`config.mk`:
```
export PLATFORM = sky130hd
export DESIGN_NAME = civil_date_converter
export DESIGN_NICKNAME = d
export VERILOG_FILES = /design/src/hw/rtl/cdc_pkg.sv /design/src/hw/rtl/cdc_d2c.sv /design/src/hw/rtl/cdc_c2d.sv /design/src/hw/rtl/cdc_fin.sv /design/src/hw/rtl/civil_date_converter.sv
export SDC_FILE = /design/constraint.sdc
export NUM_CORES = 2
export LEC_CHECK = 0
export ABC_AREA = 0
export BUFFER_PORTS_ARGS = -buffer_cell sky130_fd_sc_hd__buf_4
export CORE_MARGIN = 2
export CORE_UTILIZATION = 59
export CTS_CLUSTER_DIAMETER = 100
export DETAILED_ROUTE_END_ITERATION = 8
export PLACE_DENSITY = 0.76
export SYNTH_ARGS = -nofsm -noshare
export SYNTH_HDL_FRONTEND = slang
export SYNTH_SLANG_ARGS = --single-unit
```
`constraint.sdc`:
```
create_clock -name clock -period 11.4 [get_ports clock]
set_input_delay 0.57 -clock clock [delete_from_list [all_inputs] [get_ports clock]]
set_output_delay 0.57 -clock clock [all_outputs]
set_load 0.05 [all_outputs]
```
`src/hw/rtl/cdc_pkg.sv`:
```
package cdc_pkg;

   // operation codes
   localparam logic OP_DAYS_TO_DATE = 1'b0;
   localparam logic OP_DATE_TO_DAYS = 1'b1;

   // register stages in each conversion path
   localparam int PATH_STAGES = 7;

   // one converted date as it leaves a conversion path
   typedef struct packed {
      logic signed [15:0] year;
      logic [3:0]         month;
      logic [4:0]         day;
      logic signed [24:0] day_number;
      logic               leap;
      logic               out_of_range;
   } cdc_date_type;

   // days from march 1 to the first of each month, march-based month index
   function automatic logic [8:0] cum_days(input logic [3:0] mp);
      logic [8:0] days;
      case (mp)
         4'd0:    days = 9'd0;
         4'd1:    days = 9'd31;
         4'd2:    days = 9'd61;
         4'd3:    days = 9'd92;
         4'd4:    days = 9'd122;
         4'd5:    days = 9'd153;
         4'd6:    days = 9'd184;
         4'd7:    days = 9'd214;
         4'd8:    days = 9'd245;
         4'd9:    days = 9'd275;
         4'd10:   days = 9'd306;
         4'd11:   days = 9'd337;
         default: days = 9'd0;
      endcase
      return days;
   endfunction

endpackage

```
`src/hw/rtl/cdc_d2c.sv`:
```
module cdc_d2c (
   input  logic                  clock,
   input  logic signed [24:0]    day_number,
   output cdc_pkg::cdc_date_type date
);
   import cdc_pkg::*;

   // 4 * (days + march-based offset of 200 eras before year 0) + 3
   localparam logic signed [28:0] N1_BIAS    = 29'sd119755475;
   // ceil(2^46 / 146097), exact for 28-bit counts
   localparam logic [28:0]        CENT_RECIP = 29'd481657695;
   localparam logic [17:0]        ERA_DAYS   = 18'd146097;
   // ceil(2^32 / 1461)
   localparam logic [21:0]        YEAR_RECIP = 22'd2939745;
   localparam logic [10:0]        QUAD_DAYS  = 11'd1461;
   localparam logic [11:0]        MON_MUL    = 12'd2141;
   localparam logic [19:0]        MON_ADD    = 20'd197913;
   localparam logic signed [18:0] YEAR_BIAS  = 19'sd80000;

   // stage 1: biased and scaled day count
   logic signed [28:0] n1_wide;
   logic [27:0]        n1_in;
   logic [27:0]        n1_1_ff;
   logic signed [24:0] dn1_ff;

   assign n1_wide = (29'(day_number) <<< 2) + N1_BIAS;
   assign n1_in   = n1_wide[27:0];

   always_ff @(posedge clock) begin
      n1_1_ff <= n1_in;
      dn1_ff  <= day_number;
   end

   // stage 2: century count by reciprocal multiply
   logic [56:0]        cent_prod;
   logic [10:0]        cent_in;
   logic [10:0]        cent2_ff;
   logic [27:0]        n1_2_ff;
   logic signed [24:0] dn2_ff;

   assign cent_prod = n1_1_ff * CENT_RECIP;
   assign cent_in   = cent_prod[56:46];

   always_ff @(posedge clock) begin
      cent2_ff <= cent_in;
      n1_2_ff  <= n1_1_ff;
      dn2_ff   <= dn1_ff;
   end

   // stage 3: day within the century
   logic [27:0]        cent_days;
   logic [27:0]        cent_rem;
   logic [15:0]        nc_in;
   logic [15:0]        nc3_ff;
   logic [10:0]        cent3_ff;
   logic signed [24:0] dn3_ff;

   assign cent_days = cent2_ff * ERA_DAYS;
   assign cent_rem  = n1_2_ff - cent_days;
   assign nc_in     = cent_rem[17:2];

   always_ff @(posedge clock) begin
      nc3_ff   <= nc_in;
      cent3_ff <= cent2_ff;
      dn3_ff   <= dn2_ff;
   end

   // stage 4: year within the century
   logic [17:0]        n2_in;
   logic [39:0]        yr_prod;
   logic [6:0]         z_in;
   logic [6:0]         z4_ff;
   logic [17:0]        n2_4_ff;
   logic [10:0]        cent4_ff;
   logic signed [24:0] dn4_ff;

   assign n2_in   = {nc3_ff, 2'b11};
   assign yr_prod = n2_in * YEAR_RECIP;
   assign z_in    = yr_prod[38:32];

   always_ff @(posedge clock) begin
      z4_ff    <= z_in;
      n2_4_ff  <= n2_in;
      cent4_ff <= cent3_ff;
      dn4_ff   <= dn3_ff;
   end

   // stage 5: day of the march-based year, base year, leap flag
   logic [17:0]        z_days;
   logic [17:0]        z_rem;
   logic [8:0]         ny_in;
   logic [16:0]        ybase_in;
   logic               leap_in;
   logic [8:0]         ny5_ff;
   logic [16:0]        ybase5_ff;
   logic               leap5_ff;
   logic signed [24:0] dn5_ff;

   assign z_days   = z4_ff * QUAD_DAYS;
   assign z_rem    = n2_4_ff - z_days;
   assign ny_in    = z_rem[10:2];
   assign ybase_in = cent4_ff * 7'd100 + 17'(z4_ff);
   // the year ending in this february has 366 days
   assign leap_in  = (z4_ff[1:0] == 2'd3) && ((z4_ff != 7'd99) || (cent4_ff[1:0] == 2'd3));

   always_ff @(posedge clock) begin
      ny5_ff    <= ny_in;
      ybase5_ff <= ybase_in;
      leap5_ff  <= leap_in;
      dn5_ff    <= dn4_ff;
   end

   // stage 6: march-based month, 3 to 14
   logic [19:0]        mon_prod;
   logic [3:0]         m_in;
   logic [3:0]         m6_ff;
   logic [8:0]         ny6_ff;
   logic [16:0]        ybase6_ff;
   logic               leap6_ff;
   logic signed [24:0] dn6_ff;

   assign mon_prod = ny5_ff * MON_MUL + MON_ADD;
   assign m_in     = mon_prod[19:16];

   always_ff @(posedge clock) begin
      m6_ff     <= m_in;
      ny6_ff    <= ny5_ff;
      ybase6_ff <= ybase5_ff;
      leap6_ff  <= leap5_ff;
      dn6_ff    <= dn5_ff;
   end

   // stage 7: civil month, day and year, range check
   logic               jan_feb;
   logic [3:0]         mon;
   logic [3:0]         mp;
   logic [8:0]         day_sum;
   logic signed [18:0] year_wide;
   logic               oor;
   cdc_date_type       date_in;
   cdc_date_type       date_ff;

   assign jan_feb   = m6_ff > 4'd12;
   assign mon       = jan_feb ? m6_ff - 4'd12 : m6_ff;
   assign mp        = m6_ff - 4'd3;
   assign day_sum   = ny6_ff - cum_days(mp) + 9'd1;
   assign year_wide = $signed({2'b00, ybase6_ff}) + $signed({18'd0, jan_feb}) - YEAR_BIAS;
   assign oor       = (year_wide < -19'sd32768) || (year_wide > 19'sd32767);

   always_comb begin
      date_in.year         = oor ? 16'sd0 : year_wide[15:0];
      date_in.month        = oor ? 4'd0 : mon;
      date_in.day          = oor ? 5'd0 : day_sum[4:0];
      date_in.day_number   = dn6_ff;
      date_in.leap         = leap6_ff;
      date_in.out_of_range = oor;
   end

   always_ff @(posedge clock) begin
      date_ff <= date_in;
   end

   assign date = date_ff;

endmodule

```
`src/hw/rtl/cdc_c2d.sv`:
```
module cdc_c2d (
   input  logic                  clock,
   input  logic signed [15:0]    year,
   input  logic [3:0]            month,
   input  logic [4:0]            day,
   output cdc_pkg::cdc_date_type date
);
   import cdc_pkg::*;

   // 100 eras, keeps the shifted year positive
   localparam logic signed [17:0] UU_BIAS    = 18'sd40000;
   // ceil(2^24 / 100), exact for 17-bit years
   localparam logic [17:0]        HUND_RECIP = 18'd167773;
   localparam logic [17:0]        ERA_DAYS   = 18'd146097;
   // epoch shift plus the 100 added eras
   localparam logic signed [26:0] DN_BIAS    = 27'sd15329168;

   // stage 1: clamp month, shift year to a march-based positive year
   logic [3:0]         mc_in;
   logic               early;
   logic signed [17:0] uu_wide;
   logic [16:0]        uu1_ff;
   logic [3:0]         mc1_ff;
   logic [4:0]         day1_ff;
   logic signed [15:0] year1_ff;

   assign mc_in   = (month == 4'd0) ? 4'd1 : ((month > 4'd12) ? 4'd12 : month);
   assign early   = mc_in <= 4'd2;
   assign uu_wide = 18'(year) + UU_BIAS - $signed({17'd0, early});

   always_ff @(posedge clock) begin
      uu1_ff   <= uu_wide[16:0];
      mc1_ff   <= mc_in;
      day1_ff  <= day;
      year1_ff <= year;
   end

   // stage 2: century count by reciprocal multiply
   logic [34:0]        c_prod;
   logic [9:0]         c2_ff;
   logic [16:0]        uu2_ff;
   logic [3:0]         mc2_ff;
   logic [4:0]         day2_ff;
   logic signed [15:0] year2_ff;

   assign c_prod = uu1_ff * HUND_RECIP;

   always_ff @(posedge clock) begin
      c2_ff    <= c_prod[33:24];
      uu2_ff   <= uu1_ff;
      mc2_ff   <= mc1_ff;
      day2_ff  <= day1_ff;
      year2_ff <= year1_ff;
   end

   // stage 3: year within the century, day of the march-based year
   logic [16:0]        c_hund;
   logic [16:0]        r_diff;
   logic [3:0]         mp;
   logic signed [9:0]  doy_in;
   logic [6:0]         r3_ff;
   logic [9:0]         c3_ff;
   logic signed [9:0]  doy3_ff;
   logic [3:0]         mc3_ff;
   logic [4:0]         day3_ff;
   logic signed [15:0] year3_ff;

   assign c_hund = c2_ff * 7'd100;
   assign r_diff = uu2_ff - c_hund;
   assign mp     = (mc2_ff > 4'd2) ? mc2_ff - 4'd3 : mc2_ff + 4'd9;
   // day zero runs back into the previous month
   assign doy_in = $signed({1'b0, cum_days(mp)}) + $signed({5'd0, day2_ff}) - 10'sd1;

   always_ff @(posedge clock) begin
      r3_ff    <= r_diff[6:0];
      c3_ff    <= c2_ff;
      doy3_ff  <= doy_in;
      mc3_ff   <= mc2_ff;
      day3_ff  <= day2_ff;
      year3_ff <= year2_ff;
   end

   // stage 4: year of era, leap-day corrections, leap flag
   logic [8:0]          yoe_in;
   logic [6:0]          corr;
   logic signed [10:0]  extra_in;
   logic                leap_in;
   logic [8:0]          yoe4_ff;
   logic signed [10:0]  extra4_ff;
   logic [7:0]          era4_ff;
   logic                leap4_ff;
   logic [3:0]          mc4_ff;
   logic [4:0]          day4_ff;
   logic signed [15:0]  year4_ff;

   assign yoe_in   = 9'(c3_ff[1:0]) * 9'd100 + 9'(r3_ff);
   assign corr     = 7'(c3_ff[1:0]) * 7'd24 + 7'(r3_ff[6:2]);
   assign extra_in = $signed({4'd0, corr}) + 11'(doy3_ff);
   // only looked at for february, when the shifted year ends in that february
   assign leap_in  = (r3_ff[1:0] == 2'd3) && ((r3_ff != 7'd99) || (c3_ff[1:0] == 2'd3));

   always_ff @(posedge clock) begin
      yoe4_ff   <= yoe_in;
      extra4_ff <= extra_in;
      era4_ff   <= c3_ff[9:2];
      leap4_ff  <= leap_in;
      mc4_ff    <= mc3_ff;
      day4_ff   <= day3_ff;
      year4_ff  <= year3_ff;
   end

   // stage 5: day of era
   logic [17:0]        yoe_days;
   logic signed [18:0] doe_in;
   logic signed [18:0] doe5_ff;
   logic [7:0]         era5_ff;
   logic               leap5_ff;
   logic [3:0]         mc5_ff;
   logic [4:0]         day5_ff;
   logic signed [15:0] year5_ff;

   assign yoe_days = yoe4_ff * 9'd365;
   assign doe_in   = $signed({1'b0, yoe_days}) + 19'(extra4_ff);

   always_ff @(posedge clock) begin
      doe5_ff  <= doe_in;
      era5_ff  <= era4_ff;
      leap5_ff <= leap4_ff;
      mc5_ff   <= mc4_ff;
      day5_ff  <= day4_ff;
      year5_ff <= year4_ff;
   end

   // stage 6: days in whole eras
   logic [24:0]        era_days;
   logic [24:0]        era6_days_ff;
   logic signed [18:0] doe6_ff;
   logic               leap6_ff;
   logic [3:0]         mc6_ff;
   logic [4:0]         day6_ff;
   logic signed [15:0] year6_ff;

   assign era_days = era5_ff * ERA_DAYS;

   always_ff @(posedge clock) begin
      era6_days_ff <= era_days;
      doe6_ff      <= doe5_ff;
      leap6_ff     <= leap5_ff;
      mc6_ff       <= mc5_ff;
      day6_ff      <= day5_ff;
      year6_ff     <= year5_ff;
   end

   // stage 7: day count from the epoch, masked to 25 bits
   logic signed [26:0] dn_wide;
   cdc_date_type       date_in;
   cdc_date_type       date_ff;

   assign dn_wide = $signed({2'b00, era6_days_ff}) + 27'(doe6_ff) - DN_BIAS;

   always_comb begin
      date_in.year         = year6_ff;
      date_in.month        = mc6_ff;
      date_in.day          = day6_ff;
      date_in.day_number   = dn_wide[24:0];
      date_in.leap         = leap6_ff;
      date_in.out_of_range = 1'b0;
   end

   always_ff @(posedge clock) begin
      date_ff <= date_in;
   end

   assign date = date_ff;

endmodule

```
`src/hw/rtl/cdc_fin.sv`:
```
module cdc_fin (
   input  logic                  clock,
   input  logic                  reset,
   input  logic                  valid,
   input  logic                  operation,
   input  cdc_pkg::cdc_date_type d2c_date,
   input  cdc_pkg::cdc_date_type c2d_date,
   output logic                  rsp_valid,
   output logic signed [15:0]    rsp_out_year,
   output logic [3:0]            rsp_out_month,
   output logic [4:0]            rsp_out_day,
   output logic [2:0]            rsp_out_weekday,
   output logic [4:0]            rsp_month_length,
   output logic signed [24:0]    rsp_out_day_number,
   output logic                  rsp_out_of_range
);
   import cdc_pkg::*;

   // days + 4 plus a multiple of 7 that keeps the sum positive
   localparam logic signed [26:0] WDAY_BIAS   = 27'sd29360132;
   localparam int                 WDAY_DIGITS = 9;

   // stage 1: pick the path, month length, octal digit sum for mod 7
   cdc_date_type       sel;
   logic [4:0]         len_in;
   logic signed [26:0] wx_wide;
   logic [26:0]        wx_pad;
   logic [5:0]         dsum_in;
   logic               valid1_ff;
   cdc_date_type       sel1_ff;
   logic [4:0]         len1_ff;
   logic [5:0]         dsum1_ff;

   assign sel = (operation == OP_DATE_TO_DAYS) ? c2d_date : d2c_date;

   always_comb begin
      if (sel.out_of_range) begin
         len_in = 5'd0;
      end else if (sel.month == 4'd2) begin
         len_in = sel.leap ? 5'd29 : 5'd28;
      end else begin
         len_in = {1'b0, sel.month ^ (sel.month >> 3)} | 5'd30;
      end
   end

   assign wx_wide = 27'(sel.day_number) + WDAY_BIAS;
   assign wx_pad  = {1'b0, wx_wide[25:0]};

   // 8 is 1 mod 7, so octal digits add up to the same residue
   always_comb begin
      dsum_in = 6'd0;
      for (int i = 0; i < WDAY_DIGITS; i++) begin
         dsum_in = dsum_in + 6'(wx_pad[3*i +: 3]);
      end
   end

   always_ff @(posedge clock) begin
      if (reset) begin
         valid1_ff <= 1'b0;
      end else begin
         valid1_ff <= valid;
      end
   end

   always_ff @(posedge clock) begin
      sel1_ff  <= sel;
      len1_ff  <= len_in;
      dsum1_ff <= dsum_in;
   end

   // stage 2: fold the digit sum down to the weekday
   logic [3:0] fold2;
   logic [2:0] fold3;
   logic [2:0] wday_in;
   logic       valid2_ff;
   logic signed [15:0] year2_ff;
   logic [3:0]         month2_ff;
   logic [4:0]         day2_ff;
   logic [2:0]         wday2_ff;
   logic [4:0]         len2_ff;
   logic signed [24:0] dn2_ff;
   logic               oor2_ff;

   assign fold2   = 4'(dsum1_ff[5:3]) + 4'(dsum1_ff[2:0]);
   assign fold3   = 3'(fold2[3]) + fold2[2:0];
   assign wday_in = (fold3 == 3'd7) ? 3'd0 : fold3;

   always_ff @(posedge clock) begin
      if (reset) begin
         valid2_ff <= 1'b0;
      end else begin
         valid2_ff <= valid1_ff;
      end
   end

   always_ff @(posedge clock) begin
      year2_ff  <= sel1_ff.year;
      month2_ff <= sel1_ff.month;
      day2_ff   <= sel1_ff.day;
      wday2_ff  <= wday_in;
      len2_ff   <= len1_ff;
      dn2_ff    <= sel1_ff.day_number;
      oor2_ff   <= sel1_ff.out_of_range;
   end

   assign rsp_valid          = valid2_ff;
   assign rsp_out_year       = year2_ff;
   assign rsp_out_month      = month2_ff;
   assign rsp_out_day        = day2_ff;
   assign rsp_out_weekday    = wday2_ff;
   assign rsp_month_length   = len2_ff;
   assign rsp_out_day_number = dn2_ff;
   assign rsp_out_of_range   = oor2_ff;

endmodule

```
`src/hw/rtl/civil_date_converter.sv`:
```
// Proleptic Gregorian date converter, fully pipelined. One word is taken on
// every cycle that start is high; busy never rises. Each word comes back on the
// rsp_ ports, marked by rsp_valid for one cycle, in the order taken, after the
// 7 stages of the two conversion paths, which run side by side, and then the
// 2 stages that select the path and work out weekday and month length.
// The result cannot be held off, so the receiver must take every strobe.
// Operation 0 turns a day count from 1970-01-01 into a date and flags years
// outside the 16-bit range; operation 1 turns a year, month and day into the
// day count, with the month clamped to 1..12 and the day not checked.
module civil_date_converter (
   input  logic               clock,
   input  logic               reset,
   input  logic               start,
   output logic               busy,
   input  logic               req_operation,
   input  logic signed [24:0] req_in_day_number,
   input  logic signed [15:0] req_in_year,
   input  logic [3:0]         req_in_month,
   input  logic [4:0]         req_in_day,
   output logic               rsp_valid,
   output logic signed [15:0] rsp_out_year,
   output logic [3:0]         rsp_out_month,
   output logic [4:0]         rsp_out_day,
   output logic [2:0]         rsp_out_weekday,
   output logic [4:0]         rsp_month_length,
   output logic signed [24:0] rsp_out_day_number,
   output logic               rsp_out_of_range
);
   import cdc_pkg::*;

   // every stage advances each cycle
   assign busy = 1'b0;

   // valid and operation travel alongside the two paths
   logic [PATH_STAGES-1:0] valid_ff;
   logic [PATH_STAGES-1:0] op_ff;
   logic [PATH_STAGES-1:0] valid_in;
   logic [PATH_STAGES-1:0] op_in;

   assign valid_in = {valid_ff[PATH_STAGES-2:0], start & ~busy};
   assign op_in    = {op_ff[PATH_STAGES-2:0], req_operation};

   always_ff @(posedge clock) begin
      if (reset) begin
         valid_ff <= '0;
      end else begin
         valid_ff <= valid_in;
      end
   end

   always_ff @(posedge clock) begin
      op_ff <= op_in;
   end

   // day count to date
   cdc_date_type d2c_date;

   cdc_d2c u_d2c (
      .clock      (clock),
      .day_number (req_in_day_number),
      .date       (d2c_date)
   );

   // date to day count
   cdc_date_type c2d_date;

   cdc_c2d u_c2d (
      .clock (clock),
      .year  (req_in_year),
      .month (req_in_month),
      .day   (req_in_day),
      .date  (c2d_date)
   );

   // path select, weekday, month length, result register
   cdc_fin u_fin (
      .clock              (clock),
      .reset              (reset),
      .valid              (valid_ff[PATH_STAGES-1]),
      .operation          (op_ff[PATH_STAGES-1]),
      .d2c_date           (d2c_date),
      .c2d_date           (c2d_date),
      .rsp_valid          (rsp_valid),
      .rsp_out_year       (rsp_out_year),
      .rsp_out_month      (rsp_out_month),
      .rsp_out_day        (rsp_out_day),
      .rsp_out_weekday    (rsp_out_weekday),
      .rsp_month_length   (rsp_month_length),
      .rsp_out_day_number (rsp_out_day_number),
      .rsp_out_of_range   (rsp_out_of_range)
   );

endmodule
```
# Word-level counts from Yosys, hierarchy flattened
# Memory sizes are Yosys's and may differ from the RTL's.
# Index checks and enable logic that the tools add are counted.
classes:
  bitwise: 1
  eq_ne: 8
  n_lt_le_gt_ge: 6
  n_mul: 12
  n_addsub: 35
  reduce_logical: 6
  n_mux: 7
ops:
  columns: ["operator", "count"]
  rows:
  - ["multiplier 28 x 29 -> 57 bit, second input constant", 1]
  - ["two-way mux 52 bit", 1]
  - ["multiplier 18 x 22 -> 39 bit, second input constant", 1]
  - ["adder 6 x 3 -> 6 bit", 6]
  - ["multiplier 17 x 18 -> 34 bit, second input constant", 1]
  - ["adder 27 x 28 -> 28 bit, second input constant", 1]
  - ["adder 25 x 26 -> 26 bit, second input constant", 1]
  - ["adder 25 x 19 -> 25 bit", 1]
  - ["multiplier 8 x 18 -> 25 bit, second input constant", 1]
  - ["subtractor 25 bit, second input constant", 1]
  - ["adder 20 x 18 -> 20 bit, second input constant", 1]
  - ["multiplier 9 x 12 -> 20 bit, second input constant", 1]
  - ["adder 19 x 11 -> 19 bit", 1]
  - ["> comparator 19 x 16 -> 1 bit, second input constant", 1]
  - ["< comparator 19 x 16 -> 1 bit, second input constant", 1]
  - ["subtractor 19 x 18 -> 19 bit, second input constant", 1]
  - ["adder 17 x 1 -> 18 bit", 1]
  - ["multiplier 11 x 18 -> 18 bit, second input constant", 1]
  - ["multiplier 9 x 9 -> 18 bit, second input constant", 1]
  - ["subtractor 18 bit", 1]
  - ["adder 16 x 17 -> 17 bit, second input constant", 1]
  - ["adder 17 x 7 -> 17 bit", 1]
  - ["subtractor 17 x 2 -> 17 bit", 1]
  - ["two-way mux 4 bit", 4]
  - ["other kinds (33)", 43]
totals:
  memories: 2
  rom_bits: 288
  register_bits: 868
memory_table:
  columns: ["memory", "words", "width", "rd", "rd_ports_with_merged_regs", "wr", "line", "text"]
  rows:
  - ["(no name shown)", 16, 9, 1, 0, 0, "cdc_pkg.sv:23", "case (mp)"]
  - ["(no name shown)", 16, 9, 1, 0, 0, "cdc_pkg.sv:23", null]

# Depth between registers and ports, before layout
logic_depth:
  word_depth: 10
  depth_mapped: 26

# Hierarchy
# Synthesis repeated with hierarchy kept, for this count alone.
hier_totals:
  cells_unflattened: 5482
  area_unflattened_um2: 59178.0
modules_own_cells:
  columns: ["mod", "area_each_um2", "instances", "cells_per_inst", "seq_area_each_um2"]
  rows:
  - ["cdc_d2c", 34001.4, 1, 3205, 7186.9]
  - ["cdc_c2d", 20457.1, 1, 1913, 7287.0]
  - ["cdc_fin", 4384.2, 1, 341, 2382.3]
  - ["civil_date_converter", 335.3, 1, 23, 280.3]

# Worst setup path after synthesis
# Ideal clock, no wire load.
synth_path:
  path_type: "flip-flop to flip-flop"
  startpoint: "register op_ff[6]"
  endpoint: "register u_fin.dsum1_ff[5]"
  required_time_ns: 11.282
  synth_period_minus_slack_ns: 6.285
  slack_ns: 5.115
  path_stages_with_launch: 22
  arrival_ns: 6.167
  cell_sequence: "dfxtp_1 -> buf_1 -> clkbuf_1 -> buf_2 -> buf_1 -> buf_1 -> mux2_2 -> ha_1 -> inv_1 -> fa_1 -> fa_1 -> fa_1 -> fa_1 -> fa_1 -> inv_1 -> ha_1 -> inv_1 -> fa_1 -> inv_1 -> a21o_1 -> a21oi_1 -> xnor2_1"
synth_lines:
  columns: ["element", "line", "text"]
  rows:
  - ["start: declaration", "civil_date_converter.sv:36", "logic [PATH_STAGES-1:0] op_ff;"]
  - ["start signal: assignment", "civil_date_converter.sv:52", "op_ff <= op_in;"]
  - ["end signal: assignment", "cdc_fin.sv:68", "dsum1_ff <= dsum_in;"]
  - ["end: declaration", "cdc_fin.sv:32", "logic [5:0] dsum1_ff;"]

# Worst setup path in the final report
layout_path:
  startpoint: "register u_d2c.n1_1_ff[26]"
  endpoint: "register u_d2c.cent2_ff[9]"
layout_via:
  elab_chain_cells: 1
layout_lines:
  columns: ["element", "line", "text"]
  rows:
  - ["start: declaration", "cdc_d2c.sv:23", "logic [27:0] n1_1_ff;"]
  - ["start signal: assignment", "cdc_d2c.sv:30", "n1_1_ff <= n1_in;"]
  - ["multiplier 28 x 29 -> 57 bit", "cdc_d2c.sv:41", "assign cent_prod = n1_1_ff * CENT_RECIP;"]
  - ["named net u_d2c.cent_prod[55]", "cdc_d2c.sv:35", "logic [56:0] cent_prod;"]
  - ["end signal: assignment", "cdc_d2c.sv:45", "cent2_ff <= cent_in;"]
  - ["end: declaration", "cdc_d2c.sv:37", "logic [10:0] cent2_ff;"]
# The timed path passes the listed nets, and every way through them passes these cells.
# A chain may end at the register's enable or synchronous reset.

==> impl_metrics.json <==
{
  "outcome": "complete, no violations",
  "grt_usage_pct": 24.74,
  "drtIter0Drc": 1699,
  "vias": 34542,
  "ant_nets": 0,
  "area_growth_syn_to_layout_pct": 9.354,
  "syn_area_per_cell_um2": 10.98,
  "maxSlewViolCount": 0,
  "clock_latency_ns": 0.65,
  "cts_resized": 0,
  "synth_edf_count": 0,
  "synthesis.instances": 5299,
  "cts_made_buffers": 85,
  "fillCellCount": 7618,
  "core_mm2": 0.09813,
  "cts_sinks": 856,
  "layout_commonest_cell": "inv_1",
  "drive_gt1_share_pct": 5.843,
  "synth_area_leaders": "dfxtp_1, fa_1, ha_1, inv_1, xnor2_1",
  "min_path_type": "input pin to register",
  "crit_path_start_kind": "register",
  "routedWlPerCell_um": 17.52,
  "criticalPathCategory": "register to register",
  "cp-endpoint": "u_d2c.cent2_ff[9]",
  "seq_area_frac_synth_pct": 29.45,
  "die_y_um": 318.0,
  "route.detailed.drc": 0,
  "drt_first_pass_iters": 5,
  "max_cap_viol_count": 0,
  "overflow": 0,
  "r2r-start": "u_d2c.n1_1_ff[26]",
  "r2r_cells": 22,
  "final_cell_mix": "inv_1, ha_1, dfxtp_1",
  "place_area_mm2": 0.06052,
  "period_share_pct": 61.94,
  "synth-seq-cells": 856,
  "seqCellArea_mm2": 0.01714,
  "port_buffers": 113,
  "dieArea_mm2": 0.1011,
  "grt_max_degree": 59,
  "syn_area_mm2": 0.05819,
  "avgViaCountPerCell": 5.056,
  "synth_flop_cell": "dfxtp_1",
  "clock-root-buffer": "clkbuf_16",
  "crit_arrival_ns": 7.65,
  "num_antenna_cells": 0,
  "multi_input_area_mm2": 0.03571,
  "synth_cell_types": 73,
  "cts_htree_levels": 3,
  "worst_slew_pin_slew_ns": 0.9637,
  "crit_required_ns": 11.99,
  "clock_path_buffers": 3,
  "rr_endpoint": "u_d2c.cent2_ff[9]",
  "dp_hpwl_um": 101000,
  "rsz0062_at_grt": "no",
  "yosys.area.top_type": "dfxtp_1",
  "async_reset_ff_share_pct": 0,
  "grt_pass1_wl_um": 198000,
  "io_pins": 115,
  "end_kind": "register",
  "antenna_found_initial": 4,
  "synth-warning-count": 0,
  "gp_congestion": 0.9353,
  "grt_pass1_vias": 37431,
  "drt_wl_total_um": 119700,
  "tns_ns": 0,
  "synth_top_area_share_pct": 29.45,
  "rows": 115,
  "hold_violations": 0,
  "cts_tree": "done",
  "max-slew-margin-rel_pct": 35.29,
  "reg2reg_setup_slack_ns": 4.34,
  "stdcell_area_mm2": 0.06363,
  "clk_pin_slew_ns": 0.07,
  "max_freq_ghz": 0.1416,
  "fp.dieW_um": 318.0,
  "initial_core_util_pct": 59.29,
  "finalSetupViolCount": 0,
  "final_nets": 7276,
  "fin_crit_ns": 7.061,
  "critPathLaunch": "u_d2c.n1_1_ff[26]",
  "clock-skew-final_ns": 0.01692,
  "crit_fanout": 7
}
==> state kept, by name, summed over array words and instances (netlist names), 19 cells and up <==
| signal | cells |
|---|---|
| u_d2c.dn5_ff | 25 |
| u_d2c.dn3_ff | 25 |
| u_d2c.date | 52 |
| u_d2c.dn2_ff | 25 |
| u_fin.sel1_ff | 51 |
| u_d2c.dn4_ff | 25 |
| u_d2c.dn6_ff | 25 |
| u_c2d.doe5_ff | 19 |
| u_fin.rsp_out_day_number | 25 |
| u_c2d.era6_days_ff | 25 |
| u_c2d.date | 51 |
| u_d2c.dn1_ff | 25 |
| u_c2d.doe6_ff | 19 |
| u_d2c.n1_1_ff | 24 |
==> worst max-delay path: stages, from the launching register on <==
cell and delay [ns]:
dfxtp_1 0.52, fa_1 0.54, inv_1 0.15, fa_1 0.48, fa_1 0.55, inv_1 0.05, fa_1 0.52, fa_1 0.54
fa_1 0.56, inv_1 0.07, fa_1 0.54, inv_1 0.05, ha_1 0.29, o21ai_0 0.16, o21ai_0 0.09, a21oi_1 0.41
o2111ai_1 0.19, a32oi_1 0.37, nand3_1 0.21, a31oi_1 0.25, nand2b_1 0.12, a21oi_1 0.20, xnor2_1 0.13
==> cells in the mapped netlist, types with 5 or more instances <==
| cell | n |
|---|---|
| inv_1 | 1387 |
| ha_1 | 1035 |
| dfxtp_1 | 856 |
| fa_1 | 710 |
| xnor2_1 | 225 |
| a21oi_1 | 141 |
| nor2_1 | 125 |
| nand2_1 | 97 |
| o21ai_0 | 76 |
| xor2_1 | 76 |
| a21o_1 | 57 |
| nand3_1 | 50 |
| nor2b_1 | 43 |
| nor3_1 | 38 |
| mux2_2 | 36 |
| o21bai_1 | 33 |
| o21a_1 | 23 |
| and3_1 | 20 |
| and2_1 | 18 |
| a211oi_1 | 16 |
| mux2i_1 | 16 |
| a31oi_1 | 14 |
| nand4_1 | 14 |
| clkbuf_1 | 13 |
| nand2b_1 | 13 |
| or2_2 | 12 |
| a21boi_0 | 11 |
| o31ai_1 | 10 |
| o211ai_1 | 9 |
| a211o_1 | 7 |
| a31o_2 | 7 |
| a2111oi_0 | 6 |
| buf_4 | 6 |
| o2111ai_1 | 6 |
| or3_1 | 6 |
| a41oi_1 | 5 |
| and4_1 | 5 |
| buf_2 | 5 |
| o31a_1 | 5 |
==> kinds of logic (layout without fill, tap and decap cells) <==
group | count (synthesis) | after routing | synth area share [%]
AOI/OAI and AO/OA | 469 | 469 | 5.294
buffers and inverters | 1416 | 1661 | 9.186
muxes | 52 | 52 | 0.9720
and+or+nand+nor | 458 | 458 | 3.868
adders and majority gates | 1745 | 1745 | 46.68
other | 2 | 3 | 0.01291
DFF | 856 | 856 | 29.45
xor gates and xnor gates | 301 | 301 | 4.531
==> area by class of cell <==
type | instances | area share [%]
inverter | 1387 | 8.182
sequential | 856 | 26.93
multi-input combinational | 3028 | 56.12
clock inverter | 49 | 1.154
tap | 1287 | 2.531
timing repair buffer | 119 | 1.424
clock buffer | 106 | 3.656
==> metrics by stage <==
stage / setup slack (ns) / hold WS, ns / util (%) / instances
2_1_floorplan: 5.115 / 0.3096 / - / 5300
6_report: 4.339 / 0.03531 / 64.84 / 6832
3_5_place_dp: 4.347 / 0.3121 / 61.67 / 6672
3_3_place_gp: 4.458 / 0.3098 / 61.67 / 6672
4_1_cts: 4.304 / 0.002750 / 64.84 / 6832
5_1_grt: 3.887 / 0.01048 / 64.84 / 6832
==> worst min-delay path by stage <==
stage	startpoint	endpoint	slack (ns)	cells after the start
after floorplan	op_ff[0]	op_ff[1]	0.31	0
after CTS	req_in_year[6]	u_c2d.year1_ff[6]	0.003	1
final	req_in_year[6]	u_c2d.year1_ff[6]	0.04	1
after global placement	u_d2c.cent3_ff[8]	u_d2c.cent4_ff[8]	0.31	0
after global routing	req_in_year[0]	u_c2d.year1_ff[0]	0.01	1
after detailed placement	u_c2d.year6_ff[4]	u_c2d.date[40]	0.31	0
==> metal layers <==
layer / wire (um) / global-route usage, % / part of all wire, % / vias up
li1: - / - / - / 16848
met1: 54710 / 33.84 / 46 / 16901
met2: 56810 / 41.52 / 47 / 597
met3: 5113 / 3.337 / 4.3 / 196
met4: 3071 / 6.614 / 2.6 / 0
met5: 0 / 0 / 0 / -
==> what timing repair did <==
| item | in CTS | in global routing |
|---|---|---|
| setup endpoints to repair | 0 | 0 |
| endpoints found under the hold margin | 5 | 0 |
| setup buffers | 0 | 0 |
| hold buffers | 5 | 0 |
Power is not shown: default switching activity piles up to over one toggle a cycle in this logic, so the estimate is an artifact.
